File: src/sv/assert_macros.svh
// ----------------------------------------------------------------------------
// assert_macros.svh
// Shared concurrent assertion macros for the radix text converter.
// ----------------------------------------------------------------------------
`ifndef ASSERT_MACROS_SVH
`define ASSERT_MACROS_SVH

// Property must hold at every rising clock edge outside reset.
`define ITRT_ASSERT(lbl, clk, rstn, prop, msg) \
    lbl: assert property (@(posedge clk) disable iff (!rstn) prop) else $error(msg);

// Expression must never be true outside reset.
`define ITRT_NEVER(lbl, clk, rstn, expr, msg) \
    lbl: assert property (@(posedge clk) disable iff (!rstn) !(expr)) else $error(msg);

`endif

File: src/sv/itrt_pkg.sv
// ----------------------------------------------------------------------------
// itrt_pkg
// Shared constants, types and the digit-to-character function.
// ----------------------------------------------------------------------------
`default_nettype none

package itrt_pkg;

    localparam int VALUE_BITS_DEFAULT = 32;
    localparam int MAX_RADIX_DEFAULT  = 32;

    localparam int RADIX_W = 6;
    localparam int DIGIT_W = 6;
    localparam int CHAR_W  = 8;

    localparam logic [RADIX_W-1:0] MIN_RADIX = 6'd2;
    localparam logic [RADIX_W-1:0] DECIMAL   = 6'd10;
    localparam logic [DIGIT_W-1:0] DIGIT_TEN = 6'd10;

    localparam logic [CHAR_W-1:0] CHAR_ZERO  = 8'd48;
    localparam logic [CHAR_W-1:0] CHAR_UPPER = 8'd65;
    localparam logic [CHAR_W-1:0] CHAR_MINUS = 8'h2D;
    localparam logic [CHAR_W-1:0] CHAR_NONE  = 8'h00;

    typedef struct packed {
        logic load;
        logic div_step;
        logic store;
        logic emit_sign;
        logic emit_digit;
        logic emit_bad;
    } cmd_t;

    typedef struct packed {
        logic bad_radix;
        logic div_last;
        logic mag_zero;
        logic minus;
        logic last_digit;
        logic out_free;
    } stat_t;

    function automatic logic [CHAR_W-1:0] digit_char(input logic [DIGIT_W-1:0] d);
        logic [CHAR_W-1:0] c;
        if (d >= DIGIT_TEN)
        begin
            c = CHAR_UPPER + {2'b00, d - DIGIT_TEN};
        end
        else
        begin
            c = CHAR_ZERO + {2'b00, d};
        end
        return c;
    endfunction

endpackage

`default_nettype wire

File: src/sv/integer_to_radix_text_unit.sv
// ----------------------------------------------------------------------------
// integer_to_radix_text_unit
// Converts a signed integer to ASCII text in radix 2..MAX_RADIX.
// ----------------------------------------------------------------------------
// Request channel: req_valid/req_stall with value and radix. A request is
// taken when req_valid is high and req_stall low; req_stall stays high from
// the accepting edge until the final character of that conversion has been
// loaded into the result register.
// Result channel: res_valid/res_stall with out_char, last and bad_radix, one
// character per transfer, most significant first, last on the final one. A
// '-' leads negative values in base 10 only. A bad radix gives one result
// with bad_radix set, out_char zero and last set.
// Each digit runs through the one-bit-per-cycle divider (one quotient bit per
// cycle) and then a store step; each character is then read from the digit
// RAM and loaded into the result register once it is free. One request is
// in flight at a time; the next is accepted while the final character still
// waits in the result register.
// A stalled receiver holds the result register and pauses emission.
// Reset clears all control state; no clearing pass is needed.
// ----------------------------------------------------------------------------
`default_nettype none

module integer_to_radix_text_unit #(
    parameter int VALUE_BITS = itrt_pkg::VALUE_BITS_DEFAULT,
    parameter int MAX_RADIX  = itrt_pkg::MAX_RADIX_DEFAULT
) (
    input  wire logic                          clk,
    input  wire logic                          rst_n,
    input  wire logic                          req_valid,
    output logic                               req_stall,
    input  wire logic signed [VALUE_BITS-1:0]  value,
    input  wire logic [itrt_pkg::RADIX_W-1:0]  radix,
    output logic                               res_valid,
    input  wire logic                          res_stall,
    output logic [itrt_pkg::CHAR_W-1:0]        out_char,
    output logic                               last,
    output logic                               bad_radix
);

    itrt_pkg::cmd_t  cmd;
    itrt_pkg::stat_t stat;

    itrt_ctrl u_ctrl (
        .clk       (clk),
        .rst_n     (rst_n),
        .req_valid (req_valid),
        .req_stall (req_stall),
        .stat      (stat),
        .cmd       (cmd)
    );

    itrt_dp #(
        .VALUE_BITS (VALUE_BITS),
        .MAX_RADIX  (MAX_RADIX)
    ) u_dp (
        .clk       (clk),
        .rst_n     (rst_n),
        .value     (value),
        .radix     (radix),
        .cmd       (cmd),
        .stat      (stat),
        .res_valid (res_valid),
        .res_stall (res_stall),
        .out_char  (out_char),
        .last      (last),
        .bad_radix (bad_radix)
    );

endmodule

`default_nettype wire

File: src/sv/itrt_ram.sv
// ----------------------------------------------------------------------------
// itrt_ram
// Generic single-write, single-read RAM with registered read data.
// ----------------------------------------------------------------------------
`default_nettype none

module itrt_ram #(
    parameter int WIDTH = 8,
    parameter int DEPTH = 32
) (
    input  wire logic                     clk,
    input  wire logic                     wr_en,
    input  wire logic [$clog2(DEPTH)-1:0] wr_addr,
    input  wire logic [WIDTH-1:0]         wr_data,
    input  wire logic [$clog2(DEPTH)-1:0] rd_addr,
    output logic      [WIDTH-1:0]         rd_data
);

    logic [WIDTH-1:0] mem [DEPTH];

    always_ff @(posedge clk)
    begin
        if (wr_en)
        begin
            mem[wr_addr] <= wr_data;
        end
        rd_data <= mem[rd_addr];
    end

endmodule

`default_nettype wire

File: src/sv/itrt_dp.sv
// ----------------------------------------------------------------------------
// itrt_dp
// Datapath: magnitude, bit-serial divider, digit store and result register.
// ----------------------------------------------------------------------------
`default_nettype none

`include "assert_macros.svh"

module itrt_dp #(
    parameter int VALUE_BITS = itrt_pkg::VALUE_BITS_DEFAULT,
    parameter int MAX_RADIX  = itrt_pkg::MAX_RADIX_DEFAULT
) (
    input  wire logic                              clk,
    input  wire logic                              rst_n,
    input  wire logic signed [VALUE_BITS-1:0]      value,
    input  wire logic [itrt_pkg::RADIX_W-1:0]      radix,
    input  wire itrt_pkg::cmd_t                    cmd,
    output itrt_pkg::stat_t                        stat,
    output logic                                   res_valid,
    input  wire logic                              res_stall,
    output logic [itrt_pkg::CHAR_W-1:0]            out_char,
    output logic                                   last,
    output logic                                   bad_radix
);

    localparam int BIT_W  = $clog2(VALUE_BITS);
    localparam int ADDR_W = $clog2(VALUE_BITS);
    localparam int CNT_W  = $clog2(VALUE_BITS + 1);
    localparam logic [BIT_W-1:0] BIT_LAST = BIT_W'(VALUE_BITS - 1);

    logic [VALUE_BITS-1:0]              mag_reg, mag_next;
    logic [itrt_pkg::DIGIT_W-1:0]       rem_reg, rem_next;
    logic [itrt_pkg::RADIX_W-1:0]       radix_reg, radix_next;
    logic                               minus_reg, minus_next;
    logic [BIT_W-1:0]                   bit_reg, bit_next;
    logic [CNT_W-1:0]                   cnt_reg, cnt_next;

    logic                               res_valid_reg, res_valid_next;
    logic [itrt_pkg::CHAR_W-1:0]        char_reg, char_next;
    logic                               last_reg, last_next;
    logic                               bad_reg, bad_next;

    logic [VALUE_BITS-1:0]              value_u, mag_in;
    logic [itrt_pkg::DIGIT_W:0]         trial, diff;
    logic                               q_bit;
    logic [itrt_pkg::DIGIT_W-1:0]       rd_data;
    logic [CNT_W-1:0]                   rd_idx;

    assign value_u = $unsigned(value);
    assign mag_in  = value_u[VALUE_BITS-1] ? (~value_u + VALUE_BITS'(1)) : value_u;

    assign trial = {rem_reg, mag_reg[VALUE_BITS-1]};
    assign diff  = trial - {1'b0, radix_reg};
    assign q_bit = (trial >= {1'b0, radix_reg});

    assign rd_idx = cnt_reg - CNT_W'(1);

    itrt_ram #(
        .WIDTH (itrt_pkg::DIGIT_W),
        .DEPTH (VALUE_BITS)
    ) u_store (
        .clk     (clk),
        .wr_en   (cmd.store),
        .wr_addr (cnt_reg[ADDR_W-1:0]),
        .wr_data (rem_reg),
        .rd_addr (rd_idx[ADDR_W-1:0]),
        .rd_data (rd_data)
    );

    always_comb
    begin
        mag_next   = mag_reg;
        rem_next   = rem_reg;
        radix_next = radix_reg;
        minus_next = minus_reg;
        bit_next   = bit_reg;
        cnt_next   = cnt_reg;

        if (cmd.load)
        begin
            mag_next   = mag_in;
            rem_next   = '0;
            radix_next = radix;
            minus_next = value_u[VALUE_BITS-1] && (radix == itrt_pkg::DECIMAL);
            bit_next   = '0;
            cnt_next   = '0;
        end
        if (cmd.div_step)
        begin
            mag_next = {mag_reg[VALUE_BITS-2:0], q_bit};
            rem_next = q_bit ? diff[itrt_pkg::DIGIT_W-1:0] : trial[itrt_pkg::DIGIT_W-1:0];
            bit_next = (bit_reg == BIT_LAST) ? '0 : bit_reg + BIT_W'(1);
        end
        if (cmd.store)
        begin
            rem_next = '0;
            cnt_next = cnt_reg + CNT_W'(1);
        end
        if (cmd.emit_sign)
        begin
            minus_next = 1'b0;
        end
        if (cmd.emit_digit)
        begin
            cnt_next = rd_idx;
        end
    end

    always_comb
    begin
        res_valid_next = res_valid_reg && res_stall;
        char_next      = char_reg;
        last_next      = last_reg;
        bad_next       = bad_reg;

        if (cmd.emit_bad)
        begin
            res_valid_next = 1'b1;
            char_next      = itrt_pkg::CHAR_NONE;
            last_next      = 1'b1;
            bad_next       = 1'b1;
        end
        else if (cmd.emit_sign)
        begin
            res_valid_next = 1'b1;
            char_next      = itrt_pkg::CHAR_MINUS;
            last_next      = 1'b0;
            bad_next       = 1'b0;
        end
        else if (cmd.emit_digit)
        begin
            res_valid_next = 1'b1;
            char_next      = itrt_pkg::digit_char(rd_data);
            last_next      = (cnt_reg == CNT_W'(1));
            bad_next       = 1'b0;
        end
    end

    always_ff @(posedge clk or negedge rst_n)
    begin
        if (!rst_n)
        begin
            mag_reg       <= '0;
            cnt_reg       <= '0;
            minus_reg     <= 1'b0;
            bit_reg       <= '0;
            res_valid_reg <= 1'b0;
        end
        else
        begin
            mag_reg       <= mag_next;
            cnt_reg       <= cnt_next;
            minus_reg     <= minus_next;
            bit_reg       <= bit_next;
            res_valid_reg <= res_valid_next;
        end
    end

    always_ff @(posedge clk)
    begin
        rem_reg   <= rem_next;
        radix_reg <= radix_next;
        char_reg  <= char_next;
        last_reg  <= last_next;
        bad_reg   <= bad_next;
    end

    always_comb
    begin
        stat.bad_radix  = (radix < itrt_pkg::MIN_RADIX) ||
                          (radix > itrt_pkg::RADIX_W'(MAX_RADIX));
        stat.div_last   = (bit_reg == BIT_LAST);
        stat.mag_zero   = (mag_reg == '0);
        stat.minus      = minus_reg;
        stat.last_digit = (cnt_reg == CNT_W'(1));
        stat.out_free   = !res_valid_reg || !res_stall;
    end

    assign res_valid = res_valid_reg;
    assign out_char  = char_reg;
    assign last      = last_reg;
    assign bad_radix = bad_reg;

    `ITRT_ASSERT(a_store_in_range, clk, rst_n, cmd.store |-> (cnt_reg < CNT_W'(VALUE_BITS)), "digit store overflow")
    `ITRT_ASSERT(a_rem_below_radix, clk, rst_n, cmd.div_step |-> (rem_reg < radix_reg), "partial remainder not below radix")
    `ITRT_NEVER(a_emit_empty, clk, rst_n, cmd.emit_digit && (cnt_reg == '0), "digit emitted with empty store")

endmodule

`default_nettype wire

File: src/sv/itrt_ctrl.sv
// ----------------------------------------------------------------------------
// itrt_ctrl
// Controller: sequences load, division steps, digit stores and emission.
// ----------------------------------------------------------------------------
`default_nettype none

`include "assert_macros.svh"

module itrt_ctrl (
    input  wire logic            clk,
    input  wire logic            rst_n,
    input  wire logic            req_valid,
    output logic                 req_stall,
    input  wire itrt_pkg::stat_t stat,
    output itrt_pkg::cmd_t       cmd
);

    typedef enum logic [2:0] {
        S_IDLE,
        S_DIV,
        S_STORE,
        S_SIGN,
        S_EMIT_RD,
        S_EMIT_OUT,
        S_BAD
    } state_t;

    state_t state_reg, state_next;
    logic   accept;

    assign req_stall = (state_reg != S_IDLE);
    assign accept    = req_valid && !req_stall;

    always_comb
    begin
        state_next     = state_reg;
        cmd            = '0;

        unique case (state_reg)
            S_IDLE:
            begin
                if (accept)
                begin
                    cmd.load   = 1'b1;
                    state_next = stat.bad_radix ? S_BAD : S_DIV;
                end
            end
            S_DIV:
            begin
                cmd.div_step = 1'b1;
                if (stat.div_last)
                begin
                    state_next = S_STORE;
                end
            end
            S_STORE:
            begin
                cmd.store = 1'b1;
                if (!stat.mag_zero)
                begin
                    state_next = S_DIV;
                end
                else if (stat.minus)
                begin
                    state_next = S_SIGN;
                end
                else
                begin
                    state_next = S_EMIT_RD;
                end
            end
            S_SIGN:
            begin
                if (stat.out_free)
                begin
                    cmd.emit_sign = 1'b1;
                    state_next    = S_EMIT_RD;
                end
            end
            S_EMIT_RD:
            begin
                state_next = S_EMIT_OUT;
            end
            S_EMIT_OUT:
            begin
                if (stat.out_free)
                begin
                    cmd.emit_digit = 1'b1;
                    state_next     = stat.last_digit ? S_IDLE : S_EMIT_RD;
                end
            end
            S_BAD:
            begin
                if (stat.out_free)
                begin
                    cmd.emit_bad = 1'b1;
                    state_next   = S_IDLE;
                end
            end
            default:
            begin
                state_next = S_IDLE;
            end
        endcase
    end

    always_ff @(posedge clk or negedge rst_n)
    begin
        if (!rst_n)
        begin
            state_reg <= S_IDLE;
        end
        else
        begin
            state_reg <= state_next;
        end
    end

    `ITRT_ASSERT(a_cmd_onehot, clk, rst_n, $onehot0(cmd), "more than one command at once")
    `ITRT_ASSERT(a_emit_needs_room, clk, rst_n, (cmd.emit_sign || cmd.emit_digit || cmd.emit_bad) |-> stat.out_free, "result overwritten while pending")
    `ITRT_ASSERT(a_last_ends, clk, rst_n, (cmd.emit_digit && stat.last_digit) |=> (state_reg == S_IDLE), "conversion did not end on last digit")

endmodule

`default_nettype wire

File: config.mk
export PLATFORM = sky130hd
export DESIGN_NAME = integer_to_radix_text_unit
export DESIGN_NICKNAME = d
export VERILOG_FILES = /design/src/sv/itrt_pkg.sv /design/src/sv/integer_to_radix_text_unit.sv /design/src/sv/itrt_ram.sv /design/src/sv/itrt_dp.sv /design/src/sv/itrt_ctrl.sv
export VERILOG_INCLUDE_DIRS = /design/src /design/src/sv
export SDC_FILE = /design/constraint.sdc
export NUM_CORES = 1
export LEC_CHECK = 0
export ABC_AREA = 1
export BUFFER_PORTS_ARGS = -buffer_cell sky130_fd_sc_hd__buf_2
export CAP_MARGIN = 25
export CORE_ASPECT_RATIO = 0.6
export CORE_UTILIZATION = 62
export CTS_CLUSTER_DIAMETER = 80
export DETAILED_ROUTE_END_ITERATION = 10
export GPL_TIMING_DRIVEN = 1
export PLACE_DENSITY_LB_ADDON = 0.05
export SLEW_MARGIN = 20
export SYNTH_ARGS = -nofsm -noshare
export SYNTH_HDL_FRONTEND = slang
export SYNTH_SLANG_ARGS = --single-unit
export TNS_END_PERCENT = 1
File: constraint.sdc
create_clock -name clk -period 2.55 [get_ports clk]
set_clock_uncertainty 0.15 [all_clocks]
set_input_delay 0.51 -clock clk [delete_from_list [all_inputs] [get_ports clk]]
set_output_delay 0.51 -clock clk [all_outputs]
set_load 0.03 [all_outputs]
# --- After elaboration in Yosys (flattened, before gate mapping) ---
# Memory sizes are Yosys's and may differ from the RTL's. A register that Yosys moved wholly into a read port is not among the register bits.
# Index checks and enable logic that the tools add are counted.
classes:
  add_sub_neg: 8
  mul: 0
  div_mod_pow: 0
  order_cmp: 4
  n_eq_ne: 14
  n_shift: 0
  muxes: 43
  n_bitwise: 1
  n_reduce_logical: 17
ops:
  columns: ["operator", "count"]
  rows:
  - ["32-bit two-way mux", 3]
  - ["6-bit two-way mux", 7]
  - ["32-bit by 1-bit adder with 32-bit output, second input constant", 1]
  - ["32-bit zero test", 1]
  - ["32-bit NOT", 1]
  - ["3-bit two-way mux", 9]
  - ["3-bit case mux with 7 select lines", 1]
  - ["1-bit two-way mux", 19]
  - ["5-bit two-way mux", 3]
  - ["3-bit == test, second input constant", 3]
  - ["7-bit by 6-bit adder with 8-bit output, first input constant", 1]
  - ["8-bit two-way mux", 1]
  - ["2-bit != test, second input constant", 4]
  - ["6-bit by 6-bit adder with 7-bit output, first input constant", 1]
  - ["7-bit by 6-bit >= comparator with 1-bit output", 1]
  - ["6-bit by 1-bit adder with 6-bit output, second input constant", 1]
  - ["3-bit by 2-bit == test with 1-bit output, second input constant", 2]
  - ["6-bit by 1-bit == test with 1-bit output, second input constant", 1]
  - ["6-bit by 4-bit == test with 1-bit output, second input constant", 1]
  - ["6-bit by 4-bit >= comparator with 1-bit output, second input constant", 1]
  - ["6-bit > comparator, second input constant", 1]
  - ["6-bit by 2-bit less-than comparator with 1-bit output, second input constant", 1]
  - ["2-bit nonzero test", 3]
  - ["3-bit nonzero test", 2]
  - ["other kinds (13)", 18]
word_totals:
  register_bits: 70
  latchBits: 0
  ramBits: 192
  rom_bits: 0
  output_inout_bits: 12
  mem_count: 1
memory_table:
  columns: ["name", "depth", "width", "read_ports", "rd_clocked_by_memory_dff", "wr", "line", "text"]
  rows:
  - ["u_dp.u_store.mem", 32, 6, 1, 1, 1, "itrt_ram.sv:19", "logic [WIDTH-1:0] mem [DEPTH];"]

# --- Depth between registers and ports, before layout ---
# Gate-level depths: netlist of run 1.
logic_depth:
  ltp_word: 8
  ltp_mapped: 15

# --- By module ---
# From an unflattened synthesis of run 1, not the netlist that was laid out.
unflattened:
  cells_unflattened: 1390
  hier_area_um2: 12909.9
by_module_without_submodules:
  columns: ["mod", "instances", "cells_per_inst", "area_per_inst_um2"]
  rows:
  - ["itrt_ram", 1, 704, 8077.7]
  - ["itrt_dp", 1, 628, 4536.9]
  - ["itrt_ctrl", 1, 58, 295.3]

# --- Least setup slack after synthesis of run 1 ---
# OpenSTA, ideal clock, no wires.
synth_timing:
  kind: "flip-flop to flip-flop"
  from: "reg u_dp.cnt_reg[0]"
  to: "reg u_dp.u_store.rd_data[0] (read register of u_dp.u_store.mem)"
  arrival_ns: 2.082
  required_time_ns: 2.342
  path_slack_ns: 0.261
  stages_incl_launch_ff: 15
  path_buffers: 6
  period_less_slack_ns: 2.289
  path_cell_list: "dfrtp_1 buf_4 inv_2 buf_6 buf_2 ha_1 buf_2 buf_2 buf_2 nor2_1 o21ai_0 o211ai_1 nand3_1 nand3_1 o21a_1"
synth_via:
  elab_chain_len: 1
synth_lines:
  columns: ["item", "line", "text"]
  rows:
  - ["from (decl)", "itrt_dp.sv:36", "logic [CNT_W-1:0] cnt_reg, cnt_next;"]
  - ["from (signal assigned)", "itrt_dp.sv:152", "cnt_reg <= cnt_next;"]
  - ["6-bit by 1-bit subtractor with 6-bit output", "itrt_dp.sv:56", "assign rd_idx = cnt_reg - CNT_W'(1);"]
  - ["to (decl)", "itrt_ram.sv:16", "output logic [WIDTH-1:0] rd_data"]
# Every way passes these cells.
# A chain may end at the register's enable or synchronous reset.

# --- Worst setup path in the final report of run 1 ---
layout_timing:
  from: "reg u_dp.cnt_reg[1]"
  to: "reg u_dp.u_store.rd_data[2] (read register of u_dp.u_store.mem)"
# Same word-level chain as after synthesis.

==> reports/qor.csv, run 1 <==
stage,metric,value,unit
outcome,run status,completed,
drt,detailed-route wire length,33800,um
floorplan,height of the die,113,um
power,fraction of power spent switching nets,0.414,
synthesis,Synth Instances,1350,
floorplan,# IOs,54,
worst_hold_path,hold crit path type,input pin to flop,
power,P_int,10400,uW
floorplan,total die area,0.0213,mm2
sta,setup total negative slack,0,ps
clock_network,clock-pin transition on the worst setup and hold timing paths,70,ps
drt,violation count after the first detailed-routing iteration,1244,
sta,share of the clock period used by the worst path after layout,0.913,
sta,final-report hold violation count,0,
global_routing,grt ovf,0,
synthesis,net count of the mapped netlist,1412,
power,proportion of power drawn by combinational gates,0.440,
job,Max-cap violations,0,
placement,Detailed Place HPWL,22900,um
drt,DRC violations left,0,
setup_path,length in cells of the worst reg-to-reg path,8,
synthesis,Synth Cell Area,0.0128,mm2
global_routing,total routing resource utilization after global routing,0.325,
synthesis,number of enable-type register cells in the synthesized netlist,198,
synthesis,leading cell type by number of instances after synthesis,sky130_fd_sc_hd__nor2_1,
drt,total number of vias,10300,
setup_path,path type of the worst setup path,flop to flop,
finish,# diodes,0,
clock_network,quantity of gates resized following cts,0,
sta,final critical delay including setup and external delays,2330,ps
setup_path,source of the critical timing path,u_dp.cnt_reg[1]$_DFFE_PN0P_,
power,Clock Power Share,0.223,
finish,fraction of layout cells with a size suffix above 1,0.122,
sta,number of slew-limit violations in the final report,0,
global_routing,antenna violations before repair,1,
synthesis,per-instance average area after synthesis,9.51,um2
finish,"Area growth, synth to finish",13.4,%
drt,Pre-antenna DRT Iters,6,
synthesis,total of warnings raised by yosys,0,
clock_network,number of buffers added by the clock tree synthesis step,24,
clock_network,"Hold-fix buffers, CTS",1,
power,part of the power in registers,0.337,
floorplan,Floorplan Core Area,0.0201,mm2
synthesis,top area cells in the synthesized netlist,"sky130_fd_sc_hd__edfxtp_1, sky130_fd_sc_hd__dfrtp_1, sky130_fd_sc_hd__nor2_1, sky130_fd_sc_hd__nand2_1, sky130_fd_sc_hd__o21ai_0",
drt,Vias/cell,5.98,
placement,setup slack after placement,272,ps
placement,placed cell count,1680,
power,leakage power of the design,0.00588,uW
synthesis,portion of synthesized cell area occupied by the leading cell type,0.463,
synthesis,Synth cell types,46,
synthesis,library cell with the largest summed area after synthesis,sky130_fd_sc_hd__edfxtp_1,
sta,final worst slack,222,ps
setup_path,crit path DAT,2640,ps
clock_network,number of H-tree branching levels,1,
drt,antenna violation net count after detailed routing,0,
floorplan,number of cell rows,40,
floorplan,initial core utilization,0.638,
setup_path,required time of the critical path,2860,ps
setup_path,Critical Path End Type,flop,
clock_network,CTS tree,built,
synthesis,async set or reset register ratio after synthesis,0.179,
sta,setup repair after global routing missed its margin,false,
drt,wire length per cell after detailed routing,19.6,um
sta,Max-slew headroom,0.605,
sta,transition time of the tightest slew-check pin,592,ps
finish,max FFs per register,192,
clock_network,Setup Buffers After CTS,0,
setup_path,crit path launch type,flop,
clock_network,buffer depth of the longest clock path,3,
synthesis,Post-synth top cells,"sky130_fd_sc_hd__nor2_1, sky130_fd_sc_hd__edfxtp_1, sky130_fd_sc_hd__nand2_1",
finish,non-filler instance count after layout,1724,
placement,total of buffers placed on input and output ports,53,
clock_network,insertion delay of the later-clocked pin in the worst-skew pair,520,ps
synthesis,sequential share of the synthesized area,0.591,
finish,number of nets in the layout,1496,
global_routing,vias in the first global route,9529,
setup_path,worst-path fanout max,25,
sta,setup violators final,0,
clock_network,clock net sink count,268,
finish,summed area of non-filler cells in the final layout,0.0145,mm2
setup_path,end of the worst register-to-register path,u_dp.u_store.rd_data[2]$_DFF_P_,
power,power per cell area,1220,mW/mm2
synthesis,flip-flop and latch count after synthesis,268,
power,total net switching power,7320,uW
global_routing,pin count of the biggest net entering global routing,100,
setup_path,startpoint of the most critical register-to-register path,u_dp.cnt_reg[1]$_DFFE_PN0P_,
setup_path,register-to-register setup slack,220,ps
floorplan,Chip Width,188,um
global_routing,first-pass GRT wire length,53200,um
power,worst supply voltage drop on vdd,0.757,mV
placement,post-place instance area,0.0137,mm2
placement,routability-driven placement congestion ratio,0.959,
sta,Highest Clock Rate,430,MHz
setup_path,crit path to,u_dp.u_store.rd_data[2]$_DFF_P_,
synthesis,Most used DFF post-synth,sky130_fd_sc_hd__edfxtp_1,
clock_network,CTS Root Buffer Type,sky130_fd_sc_hd__clkbuf_16,
-- worst min-delay path by stage --
stage / startpoint / end / slack (ps) / cells past startpoint
2_1_floorplan: rst_n / u_ctrl.state_reg[0]$_DFFE_PN0P_ / 60 / 0
3_3_place_gp: u_dp.out_char[7]$_SDFFE_PP0P_ / u_dp.out_char[7]$_SDFFE_PP0P_ / 300 / 2
3_5_place_dp: u_dp.out_char[7]$_SDFFE_PP0P_ / u_dp.out_char[7]$_SDFFE_PP0P_ / 300 / 2
4_1_cts: radix[2] / u_dp.radix_reg[2]$_DFFE_PP_ / 20 / 1
5_1_grt: radix[2] / u_dp.radix_reg[2]$_DFFE_PP_ / 30 / 1
6_report: radix[2] / u_dp.radix_reg[2]$_DFFE_PP_ / 30 / 1
-- power by group through the flow --
stage | Clock (uW) | Combinational (uW) | Sequential [uW]
finish | 3950 | 7780 | 5970
global route | 4110 | 8550 | 6030
CTS | 3950 | 7610 | 5960
detailed placement | 0 | 7530 | 6040
global placement | 0 | 7390 | 6030
floorplan | 0 | 5000 | 6210
-- kinds of logic after synthesis --
| family | after synthesis | share of synthesized area |
|---|---|---|
| compound gates | 251 | 0.118 |
| xor+xnor | 18 | 0.0143 |
| fa+ha+maj | 20 | 0.0201 |
| buf+inv | 180 | 0.0585 |
| flops | 268 | 0.591 |
| simple gates | 613 | 0.198 |
-- cell type report --
type                       instances  area (um2)
fill                            1528        5570
clock inverter                    15         203
clock buffer                      28         657
sequential                       268        7590
inverter                         119         447
multi-input combinational        902        4500
tap                              273         342
timing repair buffer             119         813
-- routing by layer --
layer / wire (um) / track usage / vias up
met4: 337 / 0.0504 / 2
li1: - / - / 4803
met3: 4520 / 0.112 / 34
met2: 13100 / 0.426 / 545
met5: 13 / 0 / -
met1: 15800 / 0.522 / 4928
-- cell usage in the layout (no fill, tap or decap), drive strengths merged, types with 2 or more instances in the layout --
master and count:
nand4 22, a22oi 2, xnor2 3, a21oi 26, o21bai 11, clkbuf 28
ha 19, nor2 280, edfxtp 198, bufinv 5, clkinvlp 3, nor3 5
o22ai 19, dfxtp 22, o211ai 41, o221ai 9, o21ai 126, inv 119
a21o 3, o21a 5, a31o 2, clkinv 7, dfrtp 48, nand3 105
xor2 15, a22o 2, nand2 194, nand3b 4, buf 118, o311ai 2
-- metrics by stage --
step / hold WS [ps] / utilization / power [uW]
after detailed placement: 299 / 0.680 / 13600
after CTS: 17.9 / 0.723 / 17500
after global routing: 26.2 / 0.723 / 18700
final: 28.2 / 0.723 / 17700
after global placement: 297 / 0.680 / 13400
after floorplan: 64.4 / - / 11200
-- worst max-delay path, stage by stage, from the launching register on --
cell and delay [ps]:
sky130_fd_sc_hd__dfrtp_1 340, sky130_fd_sc_hd__inv_1 90, sky130_fd_sc_hd__ha_2 480, sky130_fd_sc_hd__buf_4 330
sky130_fd_sc_hd__o21ai_0 180, sky130_fd_sc_hd__o211ai_1 350, sky130_fd_sc_hd__nand3_1 110, sky130_fd_sc_hd__nand3_1 90
sky130_fd_sc_hd__o21a_1 110
Note: power is estimated with default switching activity, not from simulation.
==> inputs of run 2 (changes only) <==
CORE_ASPECT_RATIO = 1.2   (was 0.6)
==> run 2 against run 1 <==
Net effect:
- combinational power shrank 4.1%
- core utilization shrank 1.3 points
- non-clock buffer count shrank 10
- count of clock-buffer cells in the layout grew 16
- first-iteration DRC count shrank 41%
- flip-flop and latch count is the same
- setup slack lost 87 ps
- sequential power is essentially flat
- via count shrank 3.1%
- global-route usage shrank 2.0 points
- total power shrank 3.6%
- wire length shrank 6.4%
==> reports/qor.csv, run 2 (synthesis results as in run 1) <==
stage,metric,value,unit
clock_network,Setup Buffers After CTS,0,
finish,fraction of layout cells with a size suffix above 1,0.113,
clock_network,insertion delay of the later-clocked pin in the worst-skew pair,530,ps
drt,Vias/cell,5.84,
drt,Pre-antenna DRT Iters,5,
clock_network,clock-pin transition on the worst setup and hold timing paths,70,ps
setup_path,crit path DAT,2730,ps
power,power per cell area,1190,mW/mm2
clock_network,clock net sink count,268,
placement,Detailed Place HPWL,21200,um
finish,filler cell count in the final layout,1561,
drt,violation count after the first detailed-routing iteration,740,
sta,share of the clock period used by the worst path after layout,0.947,
setup_path,length in cells of the worst reg-to-reg path,9,
drt,antenna violation net count after detailed routing,0,
global_routing,pin count of the biggest net entering global routing,62,
placement,routability-driven placement congestion ratio,0.896,
finish,# diodes,0,
job,Max-cap violations,0,
setup_path,worst-path cell chain,inv_2 > buf_4 > nand2_2 > xor2_2 > inv_2 > nand3_1 > nand2_1 > nand2_1 > nand2_1,
setup_path,worst-path fanout max,61,
clock_network,"Hold-fix buffers, CTS",1,
global_routing,grt ovf,0,
clock_network,CTS Root Buffer Type,sky130_fd_sc_hd__clkbuf_16,
drt,total number of vias,9996,
clock_network,quantity of gates resized following cts,0,
power,leakage power of the design,0.00580,uW
finish,post-layout utilization of the core,0.710,
sta,final-report hold violation count,0,
global_routing,antenna violations before repair,0,
clock_network,number of buffers added by the clock tree synthesis step,27,
sta,hold_ws,14.7,ps
finish,"Area growth, synth to finish",12.0,%
finish,"top library cells by usage in the layout, fill and taps aside","sky130_fd_sc_hd__nor2_1, sky130_fd_sc_hd__edfxtp_1, sky130_fd_sc_hd__nand2_1, sky130_fd_sc_hd__o21ai_0, sky130_fd_sc_hd__inv_1",
sta,Highest Clock Rate,414,MHz
global_routing,vias in the first global route,9605,
global_routing,first-pass GRT wire length,50300,um
clock_network,buffer depth of the longest clock path,3,
drt,detailed-route wire length,31700,um
floorplan,number of cell rows,57,
setup_path,critical path's top delay family,buffers and inverters,
floorplan,Floorplan Core Area,0.0203,mm2
setup_path,"Top cell by count, worst path",sky130_fd_sc_hd__nand2_1,
sta,number of slew-limit violations in the final report,0,
floorplan,total die area,0.0213,mm2
sta,final critical delay including setup and external delays,2410,ps
setup_path,required time of the critical path,2860,ps
floorplan,initial core utilization,0.634,
sta,transition time of the tightest slew-check pin,669,ps
setup_path,Worst path slowest cell,sky130_fd_sc_hd__buf_4,
outcome,run status,completed,
setup_path,total buffers and inverters traversed by the critical path,3,
sta,Max-slew headroom,0.552,
setup_path,path type of the worst setup path,flop to flop,
sta,setup repair after global routing missed its margin,false,
clock_network,CTS tree,built,
worst_hold_path,hold crit path type,input pin to flop,
finish,max FFs per register,192,
floorplan,height of the die,160,um
placement,total of buffers placed on input and output ports,53,
clock_network,number of H-tree branching levels,1,
global_routing,total routing resource utilization after global routing,0.305,
sta,setup total negative slack,0,ps
floorplan,Chip Width,133,um
floorplan,# IOs,54,
setup_path,Max stage delay on crit path,520,ps
finish,number of nets in the layout,1489,
setup_path,crit path launch type,flop,
drt,wire length per cell after detailed routing,18.5,um
worst_hold_path,Hold Crit Depth,1,
finish,"commonest non-fill, non-tap cell in the layout",sky130_fd_sc_hd__nor2_1,
power,worst supply voltage drop on vdd,0.838,mV
drt,DRC violations left,0,
setup_path,Critical Path End Type,flop,
sta,setup violators final,0,
setup_path,number of logic stages on the critical path including buffering,9,
==> run 2: where the power goes <==
group          internal, uW  switching, uW
clock                  2050           1590
combinational          2380           5080
sequential             5590            381
total                 10000           7050
==> run 2: worst register-to-register path, cell delays in order (launching register included) <==
cell,delay (ps)
sky130_fd_sc_hd__dfrtp_2,440
sky130_fd_sc_hd__inv_2,120
sky130_fd_sc_hd__buf_4,520
sky130_fd_sc_hd__nand2_2,140
sky130_fd_sc_hd__xor2_2,180
sky130_fd_sc_hd__inv_2,280
sky130_fd_sc_hd__nand3_1,280
sky130_fd_sc_hd__nand2_1,130
sky130_fd_sc_hd__nand2_1,60
sky130_fd_sc_hd__nand2_1,60
==> run 2: path summary, 6_finish.rpt <==
path / start / end / slack [ps]
setup / recovery: u_dp.cnt_reg[0]$_DFFE_PN0P_ / u_dp.u_store.rd_data[4]$_DFF_P_ / 140
hold / removal: radix[2] / u_dp.radix_reg[2]$_DFFE_PP_ / 10
setup reg to reg: u_dp.cnt_reg[0]$_DFFE_PN0P_ / u_dp.u_store.rd_data[4]$_DFF_P_ / 140
hold reg to reg: u_dp.out_char[6]$_SDFFE_PP0P_ / u_dp.out_char[6]$_SDFFE_PP0P_ / 310
max in group asynchronous: rst_n / u_dp.mag_reg[28]$_DFFE_PN0P_ / 1350
min in group asynchronous: rst_n / u_dp.bit_reg[1]$_DFFE_PN0P_ / 350
==> run 2: area by class of cell <==
type                    instances  area, um2  area share
clock buffers                  44        769      0.0535
clock inverters                 5       28.8     0.00200
inverters                     119        447      0.0311
multi-input cells             902       4500       0.313
flip-flops and latches        268       7590       0.528
well taps                     265        332      0.0231
repair buffers                109        713      0.0496
==> run 2: per-stage QoR <==
stage	total power, uW	setup WS, ps	instance area (um2)	instances
6_report	17100	135	14400	1712
5_1_grt	18100	49.7	14400	1712
4_1_cts	17100	173	14400	1712
3_5_place_dp	13400	170	13600	1662
3_3_place_gp	13200	260	13600	1662
2_1_floorplan	11200	261	12800	1350
==> run 2: per-layer routing <==
metal | track usage | wire (um)
met4 | 0.132 | 1380
met3 | 0.0273 | 1740
met5 | 0 | 0
met1 | 0.373 | 12200
met2 | 0.549 | 16400
